==> config.mk <==
export PLATFORM = sky130hd
export DESIGN_NAME = dtw_walker
export DESIGN_NICKNAME = d
export VERILOG_FILES = /design/src/rtl/dtw_pkg.sv /design/src/rtl/dtw_walker.sv
export SDC_FILE = /design/constraint.sdc
export NUM_CORES = 1
export LEC_CHECK = 0
export ABC_AREA = 1
export ABC_CLOCK_PERIOD_IN_PS = 8550
export BUFFER_PORTS_ARGS = -buffer_cell sky130_fd_sc_hd__buf_4
export CAP_MARGIN = 20
export CORE_MARGIN = 3
export CORE_UTILIZATION = 45
export CTS_CLUSTER_SIZE = 8
export DETAILED_ROUTE_END_ITERATION = 16
export HOLD_SLACK_MARGIN = 0.1
export PLACE_DENSITY = 0.77
export SLEW_MARGIN = 10
export SYNTH_ARGS = -nofsm -noshare
export SYNTH_HDL_FRONTEND = slang
export SYNTH_SLANG_ARGS = --single-unit
==> constraint.sdc <==
create_clock -name clock -period 8.55 [get_ports clock]
set_clock_uncertainty 0.05 [all_clocks]
set_input_delay 1.71 -clock clock [delete_from_list [all_inputs] [get_ports clock]]
set_output_delay 1.71 -clock clock [all_outputs]
set_load 0.05 [all_outputs]
==> src/rtl/dtw_pkg.sv <==
// Shared types, field layout and constants for the decision tree walker.
package dtw_pkg;

   // Default sizing handed to the top level
   localparam int DEF_RULE_DEPTH   = 4096;
   localparam int DEF_NUM_FEATURES = 16;
   localparam int DEF_MAX_STEPS    = 255;

   // Fixed field widths
   localparam int NODE_ADDR_W = 12;
   localparam int BYTE_W      = 8;
   localparam int FEAT_VEC_W  = 128;
   localparam int MAX_FEAT    = FEAT_VEC_W / BYTE_W;

   // Request tdata layout, lowest field first
   localparam int REQ_TDATA_W     = 192;
   localparam int REQ_NODE_ADDR_LO = 0;
   localparam int REQ_FEATURE_LO   = 12;
   localparam int REQ_BYTE_LO      = 20;
   localparam int REQ_TRUE_LO      = 28;
   localparam int REQ_FALSE_LO     = 40;
   localparam int REQ_START_LO     = 52;
   localparam int REQ_FEAT_LO      = 64;

   // Response tdata layout: phone, then steps_taken
   localparam int RSP_TDATA_W   = 16;
   localparam int STEPS_W       = 8;

   // Configuration port
   localparam int CSR_ADDR_W = 3;
   localparam int CSR_DATA_W = 32;
   localparam logic       REG_END_MARKER   = 1'b0;
   localparam logic [7:0] END_MARKER_RESET = 8'hFF;

   // Request kind carried in tuser
   typedef enum logic {
      MODE_WRITE    = 1'b0,
      MODE_CLASSIFY = 1'b1
   } mode_type;

   // One rule node as held in the store
   typedef struct packed {
      logic [BYTE_W-1:0]      feat;
      logic [BYTE_W-1:0]      cmp;
      logic [NODE_ADDR_W-1:0] true_next;
      logic [NODE_ADDR_W-1:0] false_next;
   } node_type;

   // Store access strobes from the walker
   typedef struct packed {
      logic rd_en;
      logic wr_en;
   } store_cmd_type;

endpackage

==> src/rtl/dtw_walker.sv <==
// Walk sequencer: takes requests, drives the rule store, builds responses.
module dtw_walker import dtw_pkg::*; #(
   parameter int RULE_DEPTH   = DEF_RULE_DEPTH,
   parameter int NUM_FEATURES = DEF_NUM_FEATURES,
   parameter int MAX_STEPS    = DEF_MAX_STEPS
) (
   input  logic                          clock,
   input  logic                          reset,
   input  logic [BYTE_W-1:0]             end_marker,
   input  logic                          req_tvalid,
   output logic                          req_tready,
   input  logic                          req_tuser,
   input  logic [REQ_TDATA_W-1:0]        req_tdata,
   output logic                          rsp_tvalid,
   input  logic                          rsp_tready,
   output logic [RSP_TDATA_W-1:0]        rsp_tdata,
   output logic                          rsp_tuser,
   output store_cmd_type                 store_cmd,
   output logic [$clog2(RULE_DEPTH)-1:0] store_wr_addr,
   output node_type                      store_wr_data,
   output logic [$clog2(RULE_DEPTH)-1:0] store_rd_addr,
   input  node_type                      store_rd_data
);

   localparam int AW = $clog2(RULE_DEPTH);
   localparam int FW = $clog2(NUM_FEATURES);
   localparam int SW = $clog2(MAX_STEPS + 1);

   typedef enum logic {
      ST_IDLE,
      ST_WALK
   } state_type;

   state_type             state_ff;
   logic [BYTE_W-1:0]     feat_ff [NUM_FEATURES];
   logic [SW-1:0]         steps_ff;
   logic                  rsp_tvalid_ff;
   logic [BYTE_W-1:0]     rsp_phone_ff;
   logic [STEPS_W-1:0]    rsp_steps_ff;
   logic                  rsp_overrun_ff;

   logic                  accept;
   logic                  classify;
   logic                  is_leaf;
   logic                  at_limit;
   logic                  walk_done;
   logic                  out_free;
   logic                  rsp_load;
   logic [BYTE_W-1:0]     feat_val;
   logic [NODE_ADDR_W-1:0] next_raw;
   logic [FEAT_VEC_W-1:0] feat_vec;

   // Fold a 12-bit node address onto the store depth
   function automatic logic [AW-1:0] fold_addr(input logic [NODE_ADDR_W-1:0] a);
      logic [AW+NODE_ADDR_W-1:0] wide;
      wide = (AW + NODE_ADDR_W)'(a);
      return wide[AW-1:0];
   endfunction

   // Request side
   assign req_tready = (state_ff == ST_IDLE);
   assign accept     = req_tvalid && req_tready;
   assign classify   = (req_tuser == MODE_CLASSIFY);
   assign feat_vec   = req_tdata[REQ_FEAT_LO +: FEAT_VEC_W];

   // Evaluate the node returned by the store
   assign is_leaf  = (store_rd_data.feat == end_marker);
   assign at_limit = (steps_ff == SW'(MAX_STEPS));
   assign feat_val = (store_rd_data.feat < BYTE_W'(NUM_FEATURES))
                     ? feat_ff[store_rd_data.feat[FW-1:0]] : '0;
   assign next_raw = (feat_val == store_rd_data.cmp) ? store_rd_data.true_next
                                                     : store_rd_data.false_next;
   assign walk_done = (state_ff == ST_WALK) && (is_leaf || at_limit);
   assign out_free  = !rsp_tvalid_ff || rsp_tready;
   assign rsp_load  = walk_done && out_free;

   // Store access: writes only from idle, reads at start and per step
   assign store_cmd.wr_en = accept && !classify;
   assign store_cmd.rd_en = (accept && classify) ||
                            ((state_ff == ST_WALK) && !is_leaf && !at_limit);
   assign store_wr_addr = fold_addr(req_tdata[REQ_NODE_ADDR_LO +: NODE_ADDR_W]);
   assign store_wr_data = '{
      feat:       req_tdata[REQ_FEATURE_LO +: BYTE_W],
      cmp:        req_tdata[REQ_BYTE_LO +: BYTE_W],
      true_next:  req_tdata[REQ_TRUE_LO +: NODE_ADDR_W],
      false_next: req_tdata[REQ_FALSE_LO +: NODE_ADDR_W]
   };
   assign store_rd_addr = (state_ff == ST_IDLE)
                          ? fold_addr(req_tdata[REQ_START_LO +: NODE_ADDR_W])
                          : fold_addr(next_raw);

   // Sequencer state and response register
   always_ff @(posedge clock) begin
      if (reset) begin
         state_ff      <= ST_IDLE;
         rsp_tvalid_ff <= 1'b0;
      end else begin
         if (rsp_load) begin
            rsp_tvalid_ff <= 1'b1;
         end else if (rsp_tvalid_ff && rsp_tready) begin
            rsp_tvalid_ff <= 1'b0;
         end
         unique case (state_ff)
            ST_IDLE: begin
               if (accept && classify) begin
                  state_ff <= ST_WALK;
                  steps_ff <= '0;
                  for (int i = 0; i < NUM_FEATURES; i++) begin
                     feat_ff[i] <= feat_vec[BYTE_W*i +: BYTE_W];
                  end
               end
            end
            ST_WALK: begin
               if (walk_done) begin
                  // Hold the leaf in the store output until the response slot frees
                  if (out_free) begin
                     rsp_phone_ff   <= is_leaf ? store_rd_data.cmp : '0;
                     rsp_steps_ff   <= STEPS_W'(steps_ff);
                     rsp_overrun_ff <= !is_leaf;
                     state_ff       <= ST_IDLE;
                  end
               end else begin
                  steps_ff <= steps_ff + 1'b1;
               end
            end
            default: state_ff <= ST_IDLE;
         endcase
      end
   end

   assign rsp_tvalid = rsp_tvalid_ff;
   assign rsp_tdata  = {rsp_steps_ff, rsp_phone_ff};
   assign rsp_tuser  = rsp_overrun_ff;

   // Node writes never interleave with a walk
   a_write_only_idle: assert property (@(posedge clock) disable iff (reset)
      store_cmd.wr_en |-> state_ff == ST_IDLE)
      else $error("rule store written during a walk");

   // Step count stays within the limit
   a_steps_bounded: assert property (@(posedge clock) disable iff (reset)
      state_ff == ST_WALK |-> steps_ff <= SW'(MAX_STEPS))
      else $error("step counter past limit");

   // Overrun responses report the limit and no phone
   a_overrun_shape: assert property (@(posedge clock) disable iff (reset)
      (rsp_tvalid && rsp_tuser) |->
         (rsp_tdata[15:8] == STEPS_W'(MAX_STEPS) && rsp_tdata[7:0] == '0))
      else $error("overrun response malformed");

   // A response only appears at the end of a walk
   a_rsp_from_walk: assert property (@(posedge clock) disable iff (reset)
      $rose(rsp_tvalid_ff) |-> $past(state_ff == ST_WALK))
      else $error("response raised outside a walk");

endmodule
Word-level counts from Yosys, hierarchy flattened
Memory sizes are Yosys's and may differ from the RTL's.
Cells that the tools add are included.
{ "op_classes": {"reduce_logical": 18, "add_sub_neg": 1, "n_lt_le_gt_ge": 1, "n_eq_ne": 5, "n_mux": 15, "bitwise": 2} }
{ "ops": {"columns": ["op", "n"], "rows": [
  ["2-to-1 mux 12 bit", 2],
  ["2-to-1 mux 8 bit", 3],
  ["== test 8 bit", 2],
  ["case mux 8 bit (2 select lines)", 1],
  ["adder 8 x 1 -> 8 bit, second input constant", 1],
  ["== test 8 bit, second input constant", 1],
  ["logical AND 1 bit", 8],
  ["< comparator 8 x 5 -> 1 bit, second input constant", 1],
  ["2-to-1 mux 1 bit", 8],
  ["zero test 1 bit", 4],
  ["AND reduction 4 bit", 1],
  ["logical OR 1 bit", 3],
  ["AND reduction 3 bit", 1],
  ["inequality test 2 x 1 -> 1 bit, second input constant", 1],
  ["inequality test 2 bit, second input constant", 1],
  ["NOT 1 bit", 2],
  ["case mux 1 bit (2 select lines)", 1],
  ["nonzero test 2 bit", 1]
]} }
{ "word_totals": {"out_inout_bits": 85, "ff_bits": 27, "wordCells": 49, "mem_bits_rw": 128, "in_bits": 245, "mem_count": 1} }
{ "memory_table": {"columns": ["name", "depth", "word_bits", "rd", "rd_ports_with_merged_regs", "write_ports", "line", "source"], "rows": [
  ["feat_ff", 16, 8, 1, 0, 16, "dtw_walker.sv:35", "logic [BYTE_W-1:0] feat_ff [NUM_FEATURES];"]
]} }

Depth between registers and ports, before layout
Gate-level depths: netlist of run 1.
{ "logic_depth": {"word_depth": 7, "ltp_mapped": 20, "mapped_depth_nobuf": 17} }

Worst setup path before layout of run 1
No wires, ideal clock.
{ "synth_timing": {"kind": "input -> register", "from": "input req_tuser", "to": "memory feat_ff[0][0] (enable)", "cell_stages": 2, "t_arrival_ps": 7140, "t_required_ps": 7883, "path_slack_ps": 744, "path_buffers": 0, "setup_ps": 617, "cell_sequence": "nand3_1 nor2_1"} }
{ "synth_rtl": {"columns": ["element", "line", "source"], "rows": [
  ["start: declaration", "dtw_walker.sv:12", "input logic req_tuser,"],
  ["end: declaration", "dtw_walker.sv:35", null]
]} }

Final worst setup path of run 1
{ "layout_timing": {"from": "input store_rd_data[32] (netlist bit)", "to": "output store_rd_addr[0]"} }
{ "layout_via": {"elab_chain_cells": 5, "word_cells_on_any_way": 6, "cone_classes": "1 x order compare; 1 x eq/ne; 3 x mux; 1 x memory"} }
{ "layout_rtl": {"columns": ["element", "line", "source"], "rows": [
  ["start: declaration", "dtw_walker.sv:22", "input node_type store_rd_data"],
  ["< comparator 8 x 5 -> 1 bit or memory (16 x 8 bit) (tied branches)", null, null],
  ["2-to-1 mux 8 bit *", "dtw_walker.sv:70", "? feat_ff[store_rd_data.feat[FW-1:0]] : '0;"],
  ["== test 8 bit *", "dtw_walker.sv:71", "assign next_raw = (feat_val == store_rd_data.cmp) ? store_rd_data.true_next"],
  ["2-to-1 mux 12 bit *", "dtw_walker.sv:71", null],
  ["2-to-1 mux 12 bit *", "dtw_walker.sv:89", "? fold_addr(req_tdata[REQ_START_LO +: NODE_ADDR_W])"],
  ["end: declaration", "dtw_walker.sv:21", "output logic [$clog2(RULE_DEPTH)-1:0] store_rd_addr,"]
]} }
Every way passes the cells marked *; elsewhere a longest branch is shown, timed or not.

==> impl_summary.log, run 1 <==
[metrics] Worst path top cell family by delay: simple AND/OR/NAND/NOR gates
[metrics] syn_area_per_cell: approximately 9.8 sq um
[metrics] root buf cell: sky130_fd_sc_hd__clkbuf_16
[metrics] number of rows in the core area: 46
[metrics] area delta synth->final: 26.1%
[metrics] Max stage delay cell, worst path: sky130_fd_sc_hd__buf_4
[metrics] Boundary Pins: 330
[metrics] portion of total power attributed to the clock network: about two fifths
[metrics] routability-driven placement congestion ratio: between 0.8 and 0.9
[metrics] max-capacitance violation count: 0
[metrics] number of antenna violations at the first check in global routing: 0
[metrics] total negative slack: 0 ns
[metrics] flip-flop and latch count after synthesis: about 160
[metrics] outcome: complete, no violations
[metrics] sequential cell area fraction in the yosys report: 62.2%
[metrics] post-cts hold buffer count: 0
[metrics] internal power component: 1330 uW
[metrics] startpoint type of the worst setup path: primary input
[metrics] Post-Synth Adder-Cell Area: less than 1%
[metrics] first-pass GRT wire length: just over 30 mm
[metrics] post-synthesis xor/xnor area fraction: less than 1%
[metrics] half-perimeter wire length after placement: around 15 mm
[metrics] cell breakdown of the critical path: buf_4, inv_4, nand2_1, nand2_1, nand2_1, nand3_1, nand3_1, nand2_1, nand2_1, nand2_1, nand2_1, nand2_1, nor2_2, nand2_2, nand2_1, nand3_1, nand2_1, buf_4
[metrics] number of buffers added on ports: around 230
[metrics] number of levels in the clock H-tree: 4
[metrics] share of cells above drive strength 1: around 29%
[metrics] Final Hold Fails: 0
[metrics] cell repeated most along the worst path: sky130_fd_sc_hd__nand2_1
[metrics] proportion of power drawn by combinational gates: about 12%
[metrics] Switching Share: 25.2%
[metrics] post-synthesis instance total: 760
[metrics] fraction of the mapped netlist area in compound gates: 1.93%
[metrics] static leakage power: ~0.0043 uW
[metrics] most common cell after layout, fill and taps aside: sky130_fd_sc_hd__nand2_1
[metrics] most used cells in the layout excluding fill and tap cells: 245 x sky130_fd_sc_hd__nand2_1, 228 x sky130_fd_sc_hd__buf_4, 153 x sky130_fd_sc_hd__edfxtp_1
[metrics] Total Wirelength: 20.6 mm
[metrics] crit path max fanout: 68
[metrics] post-layout total power: around 1800 uW
[metrics] starting density of the core: between 40 and 50%
[metrics] slew at the pin closest to its max-slew limit: 0.948 ns
[metrics] Yosys warning count: 0
[metrics] pwr dens: around 190 nW/um^2
[metrics] RSZ-0062 raised after global routing: no
[metrics] Layout fillers: approximately 1,400
[metrics] maximum clock rate: roughly 150 MHz
[metrics] part of the total power dissipated in sequential elements: 48.6%
[metrics] number of DRC markers in iteration 0: 461
[metrics] combinational family with the most area after synthesis: simple AND/OR/NAND/NOR gates
[metrics] class of the worst hold path: flop to flop
[metrics] antenna-violating nets left: 0
[metrics] drt pass-1 iters: 5
[metrics] Crit Path Category: primary input to primary output
[metrics] Worst VDD drop: 0.000160 V
[metrics] cell area after technology mapping: 7450 sq um
[metrics] via count of the first global-routing pass: 5,548
[metrics] nets: between 1,000 and 1,500
[metrics] share of synthesized cell area in and, or, nand and nor gates: 22.5%
[metrics] data arrival time at the worst-slack endpoint: about 4.8 ns
[metrics] chip width: about 130 um
[metrics] final setup violation count: 0
[metrics] number of pins with negative max-slew slack in the final report: 0
[metrics] post-CTS setup buffer count: 0
[metrics] via count of the routed design: roughly 5,600
[metrics] floorplan die height: approximately 130 um
[metrics] type of element capturing the critical path: primary output
[metrics] quantity of gates resized following cts: 0
[metrics] mux share of post-synthesis cell area: 0%
[metrics] net count of the mapped netlist: roughly 1,000
[metrics] net switching power: approximately 450 uW
[metrics] fin crit period: about 6.5 ns
[metrics] clock tree from TritonCTS: yes
[metrics] total global routing overflow: 0
[metrics] global-route total usage across every layer: 22.5%
[metrics] Req. time, crit path: 6.79 ns
[metrics] normalized max-slew margin: between 30% and 40%
[metrics] number of buffers inserted during clock tree synthesis: 17
[metrics] biggest cell delay along the critical path: about 0.56 ns
[metrics] full die area: around 18,000 sq um
[metrics] Via density: around 5
[metrics] drc violations: 0
[metrics] Diodes inserted: 0
[metrics] post-CTS clock slew at the launch and capture registers of the worst setup and hold paths: 0.07 ns
[metrics] placeable core area: around 16,000 sq um
[metrics] number of distinct standard cells referenced by the synthesized netlist: 28
[metrics] number of clock sinks seen by CTS: around 160
[metrics] critical path buffer and inverter count: 3
[metrics] CTS Buffer Depth: 2
[metrics] Period Utilization, post-route: between 70% and 80%
[metrics] clock latency on the worst-skew pair: 0.42 ns
[metrics] maximum number of pins on one net before global-route repair: 79
[metrics] routed wirelength normalized by instance count: ~18 um
==> state kept, by name (all words and copies together), names as in the netlist <==
name / flops
feat_ff: 128
rsp_phone_ff: 8
rsp_steps_ff: 8
rsp_tuser: 1
rsp_tvalid: 1
state_ff: 1
steps_ff: 8
==> power groups by stage <==
stage / sequential [uW] / combinational, uW / clock, uW
final: 867 / 207 / 711
after global routing: 868 / 227 / 758
after CTS: 867 / 208 / 726
after detailed placement: 883 / 207 / 0
after global placement: 882 / 205 / 0
after floorplan: 883 / 174 / 0
==> metal layers <==
layer,wire [um],vias to the layer above,global-route usage [%]
li1,-,2741,-
met1,7500,2551,26.3
met2,10700,251,38.7
met3,1480,58,5.59
met4,903,0,11.4
met5,0,-,0
==> final timing paths <==
kind | startpoint | endpoint | slack (ns) | cells after the start
max | store_rd_data[32] | store_rd_addr[0] | 2.02 | 18
min | rsp_tvalid | rsp_tvalid | 0.44 | 2
max reg2reg | state_ff | feat_ff[10][0] | 4.96 | 5
min reg2reg | rsp_tvalid | rsp_tvalid | 0.44 | 2
==> cells in the mapped netlist, drive strengths merged <==
| cell type | number | area [sq um] |
|---|---|---|
| nand4 | 2 | 12.5 |
| xnor2 | 8 | 70.1 |
| ha | 1 | 12.5 |
| dfxtp | 2 | 40.0 |
| clkbuf | 4 | 15.0 |
| o21ai | 16 | 80.1 |
| o21a | 1 | 7.51 |
| nor2 | 47 | 186 |
| nand3 | 101 | 505 |
| edfxtp | 153 | 4590 |
| nand2 | 246 | 926 |
| a31oi | 1 | 6.26 |
| inv | 84 | 318 |
| nor4 | 1 | 21.3 |
| or2 | 1 | 6.26 |
| o211ai | 2 | 25.0 |
| buf | 82 | 584 |
| nor3 | 3 | 15.0 |
| a21oi | 5 | 25.0 |
==> worst register-to-register path, cell delays in order, from the launching register on <==
cell and delay, ns:
sky130_fd_sc_hd__dfxtp_1 0.53, sky130_fd_sc_hd__inv_1 0.65, sky130_fd_sc_hd__nand3_1 0.34, sky130_fd_sc_hd__nor2_4 0.15, sky130_fd_sc_hd__buf_4 0.56, sky130_fd_sc_hd__buf_4 0.89
==> per-stage QoR <==
step	setup WS, ns	instances	utilization, %	cell area [sq um]	hold slack (ns)
2_1_floorplan	0.744	760	-	7450	0.400
3_3_place_gp	2.15	1118	55.1	8840	0.416
3_5_place_dp	2.03	1118	55.1	8840	0.423
4_1_cts	2.01	1150	58.5	9390	0.438
5_1_grt	1.60	1150	58.5	9390	0.468
6_report	2.02	1150	58.5	9390	0.438
==> cell families (layout without fill, tap and decap cells) <==
logic type	count (synthesis)	after routing
buffers and inverters	170	344
xor gates and xnor gates	8	8
adders and majority gates	1	1
AOI/OAI and AO/OA	25	25
and+or+nand+nor	401	401
DFF	155	155
==> layout make-up <==
type / count / area, sq um / area share (%)
Timing Repair Buffer: 228 / 1710 / 18.2
Clock inverter: 14 / 123 / 1.31
Clock buffer: 18 / 429 / 4.57
Tap cell: 216 / 270 / 2.88
Sequential cell: 155 / 4630 / 49.3
Multi-Input combinational cell: 435 / 1910 / 20.3
Inverter: 84 / 318 / 3.38
Power figures use the tool's default switching activity.
==> run 2, diff against run 1 <==
--- a/config.mk
+++ b/config.mk
@@ -5,8 +5,8 @@
 export SDC_FILE = /design/constraint.sdc
 export NUM_CORES = 1
 export LEC_CHECK = 0
-export ABC_AREA = 1
-export ABC_CLOCK_PERIOD_IN_PS = 8550
+export ABC_AREA = 0
+export ABC_CLOCK_PERIOD_IN_PS = 6100
 export BUFFER_PORTS_ARGS = -buffer_cell sky130_fd_sc_hd__buf_4
 export CAP_MARGIN = 20
 export CORE_MARGIN = 3
@@ -14,7 +14,7 @@
 export CTS_CLUSTER_SIZE = 8
 export DETAILED_ROUTE_END_ITERATION = 16
 export HOLD_SLACK_MARGIN = 0.1
-export PLACE_DENSITY = 0.77
+export PLACE_DENSITY = 0.78
 export SLEW_MARGIN = 10
 export SYNTH_ARGS = -nofsm -noshare
 export SYNTH_HDL_FRONTEND = slang
==> constraint.sdc (replaced) <==
create_clock -name clock -period 6.1 [get_ports clock]
set_clock_uncertainty 0.05 [all_clocks]
set_input_delay 1.22 -clock clock [delete_from_list [all_inputs] [get_ports clock]]
set_output_delay 1.22 -clock clock [all_outputs]
set_load 0.05 [all_outputs]
==> run 2 against run 1 <==
- utilization up 2.4 points
- die area down 5.7%
- combinational power up 33%
- clock power up 55%
- worst setup slack worse by 1.3 ns
- worst hold slack better by 0.016 ns
- total power up 45%
- count of clock-buffer cells in the layout unchanged
- cell count down 30%
- design area down 3.6%
- critical endpoint is now store_rd_addr[1]
- largest power group unchanged
==> impl_summary.log, run 2 <==
[metrics] fin crit period: about 5.4 ns
[metrics] number of DRC markers in iteration 0: around 240
[metrics] clock tree from TritonCTS: yes
[metrics] Via density: between 5 and 6
[metrics] biggest cell delay along the critical path: ~0.65 ns
[metrics] half-perimeter wire length after placement: 15.6 mm
[metrics] startpoint type of the worst setup path: primary input
[metrics] proportion of power drawn by combinational gates: a little over a tenth
[metrics] number of rows in the core area: 44
[metrics] area fraction of the dominant cell type after synthesis: roughly 66%
[metrics] nets: approximately 860
[metrics] drt pass-1 iters: 5
[metrics] Worst VDD drop: between 0.0002 and 0.0003 V
[metrics] number of distinct standard cells referenced by the synthesized netlist: 43
[metrics] via count of the first global-routing pass: around 4,600
[metrics] starting density of the core: between 40% and 50%
[metrics] part of the total power dissipated in sequential elements: a little under half
[metrics] Crit Path Category: primary input to primary output
[metrics] net switching power: between 500 and 600 uW
[metrics] Worst path top cell family by delay: multiplexers
[metrics] pwr dens: between 200 and 300 nW/um^2
[metrics] post-CTS setup buffer count: 0
[metrics] static leakage power: approximately 0.0034 uW
[metrics] full die area: ~17,000 sq um
[metrics] placeable core area: ~15,000 sq um
[metrics] final setup violation count: 0
[metrics] placed insts: around 770
[metrics] portion of total power attributed to the clock network: between 40% and 50%
[metrics] cell repeated most along the worst path: sky130_fd_sc_hd__buf_4
[metrics] FFs w/ async S/R, synth: 0%
[metrics] cell types with the highest counts after synthesis: 153 x sky130_fd_sc_hd__edfxtp_1, 57 x sky130_fd_sc_hd__buf_4, 24 x sky130_fd_sc_hd__nor2_1, 21 x sky130_fd_sc_hd__mux4_2, 15 x sky130_fd_sc_hd__a31oi_1
[metrics] number of antenna violations at the first check in global routing: 0
[metrics] syn_area_per_cell: around 16 sq um
[metrics] root buf cell: sky130_fd_sc_hd__clkbuf_16
[metrics] type of element capturing the critical path: primary output
[metrics] first-pass GRT wire length: 27.0 mm
[metrics] Req. time, crit path: 4.83 ns
[metrics] drc violations: 0
[metrics] maximum clock rate: ~190 MHz
[metrics] number of synthesized flops with an enable pin: 153
[metrics] net count of the mapped netlist: between 600 and 700
[metrics] most common cell after layout, fill and taps aside: sky130_fd_sc_hd__buf_4
[metrics] number of levels in the clock H-tree: 4
[metrics] routability-driven placement congestion ratio: approximately 0.9
[metrics] global-route total usage across every layer: 22.3%
[metrics] Yosys warning count: 0
[metrics] outcome: complete, no violations
[metrics] number of buffers inserted during clock tree synthesis: 17
[metrics] floorplan die height: approximately 130 um
[metrics] cell breakdown of the critical path: buf_4, mux4_1, mux2i_1, o22ai_1, xor2_1, or4_4, o31ai_1, a31oi_1, buf_4
[metrics] RSZ-0062 raised after global routing: no
[metrics] via count of the routed design: roughly 4,400
[metrics] antenna-violating nets left: 0
[metrics] clock latency on the worst-skew pair: around 0.4 ns
[metrics] flip-flop and latch count after synthesis: roughly 160
[metrics] total global routing overflow: 0
[metrics] routed wirelength normalized by instance count: ~24 um
[metrics] Final Hold Fails: 0
[metrics] CTS Buffer Depth: 2
[metrics] normalized max-slew margin: between 30 and 40%
[metrics] Layout fillers: around 1,100
[metrics] post-cts hold buffer count: 0
[metrics] sequential cell area fraction in the yosys report: between 60% and 70%
[metrics] slew at the pin closest to its max-slew limit: 0.965 ns
[metrics] data arrival time at the worst-slack endpoint: around 4.1 ns
[metrics] largest cells by area after synthesis: sky130_fd_sc_hd__edfxtp_1 66%, sky130_fd_sc_hd__mux4_2 6.7%, sky130_fd_sc_hd__buf_4 6.1%, sky130_fd_sc_hd__mux4_1 2.6%, sky130_fd_sc_hd__mux2i_1 1.7%
[metrics] crit path max fanout: 33
[metrics] post-synthesis instance total: 430
[metrics] post-CTS clock slew at the launch and capture registers of the worst setup and hold paths: 0.06 ns
[metrics] leading cell type by number of instances after synthesis: sky130_fd_sc_hd__edfxtp_1
[metrics] total negative slack: 0 ns
[metrics] class of the worst hold path: flop to flop
[metrics] area delta synth->final: 29.1%
[metrics] critical path buffer and inverter count: 2
[metrics] dominant cell type by area after synthesis: sky130_fd_sc_hd__edfxtp_1
[metrics] share of cells above drive strength 1: between 40% and 50%
[metrics] internal power component: slightly above 2000 uW
[metrics] number of clock sinks seen by CTS: 155
[metrics] Total Wirelength: ~20 mm
[metrics] flip-flop count of the largest register, all copies and words added: around 130
[metrics] Diodes inserted: 0
[metrics] Max stage delay cell, worst path: sky130_fd_sc_hd__mux4_1
[metrics] largest register by flop count: feat_ff
[metrics] max-capacitance violation count: 0
[metrics] Switching Share: around 22%
[metrics] maximum number of pins on one net before global-route repair: between 50 and 60
[metrics] most used cells in the layout excluding fill and tap cells: 233 x sky130_fd_sc_hd__buf_4, 153 x sky130_fd_sc_hd__edfxtp_1, 24 x sky130_fd_sc_hd__nor2_1
[metrics] number of standard cells in the final layout excluding fillers: roughly 810
[metrics] Boundary Pins: 330
[metrics] number of pins with negative max-slew slack in the final report: 0
[metrics] number of buffers added on ports: 225
[metrics] quantity of gates resized following cts: 0
[metrics] predominant post-synthesis flop cell: sky130_fd_sc_hd__edfxtp_1
[metrics] cell area after technology mapping: about 7000 sq um
[metrics] Period Utilization, post-route: around nine tenths
[metrics] chip width: approximately 130 um
## run 2: cell count changes in the layout (fill, tap and decap cells not counted), moves of 12 or more
cell and change:
sky130_fd_sc_hd__nand2_1 -236, sky130_fd_sc_hd__nand3_1 -97, sky130_fd_sc_hd__inv_1 -76, sky130_fd_sc_hd__mux4_2 +21
sky130_fd_sc_hd__nor2_1 -20, sky130_fd_sc_hd__a31oi_1 +14, sky130_fd_sc_hd__o31ai_1 +13, sky130_fd_sc_hd__mux2i_1 +12
sky130_fd_sc_hd__nand4_1 +12, sky130_fd_sc_hd__o21ai_0 -12
## run 2: final cells by class
| cell class | count | area, sq um | share of cell area (%) |
|---|---|---|---|
| clock buffers | 18 | 429 | 4.74 |
| clock inverters | 13 | 189 | 2.09 |
| inverters | 6 | 22.5 | 0.249 |
| multi-input cells | 197 | 1800 | 19.9 |
| flip-flops and latches | 155 | 4630 | 51.2 |
| well taps | 184 | 230 | 2.54 |
| repair buffers | 233 | 1750 | 19.3 |
## run 2: power by group through the flow
stage	registers (uW)	logic, uW	clock network (uW)
floorplan	1240	234	0
global placement	1240	271	0
detailed placement	1240	276	0
CTS	1220	278	1110
global route	1220	293	1160
finish	1220	276	1100
## run 2: kinds of logic (layout without fill, tap and decap cells)
logic type	count (synthesis)	count (layout)	synth area share, %
buf+inv	78	270	8.41
mux	44	44	11.7
xor+xnor	16	16	2.00
compound gates	54	54	5.28
flops	155	155	66.1
fa+ha+maj	1	1	0.178
simple gates	82	82	6.30
## run 2: through the flow
step / hold WS, ns / setup WS [ns] / util [%] / area (sq um) / power (uW)
final: 0.454 / 0.701 / 60.9 / 9050 / 2590
after global routing: 0.470 / 0.463 / 60.9 / 9050 / 2670
after CTS: 0.451 / 0.505 / 60.9 / 9040 / 2610
after detailed placement: 0.437 / 0.524 / 56.7 / 8430 / 1520
after global placement: 0.423 / 0.706 / 56.7 / 8430 / 1510
after floorplan: 0.401 / 0.834 / - / 7010 / 1470
## run 2: path summary, 6_finish.rpt
path,slack [ns],to,cells past startpoint,start
hold / removal,0.45,rsp_steps_ff[1],0,steps_ff[1]
hold reg to reg,0.45,rsp_steps_ff[1],0,steps_ff[1]
setup reg to reg,3.25,steps_ff[3],3,state_ff
setup / recovery,0.70,store_rd_addr[1],9,store_rd_data[32]
## run 2: routing by layer
metal	vias up	track usage, %	part of all wire, %
li1	2011	-	-
met1	2099	23.7	33
met2	282	38.1	52
met3	50	8.01	9.6
met4	0	13.4	5.3
met5	-	0	0
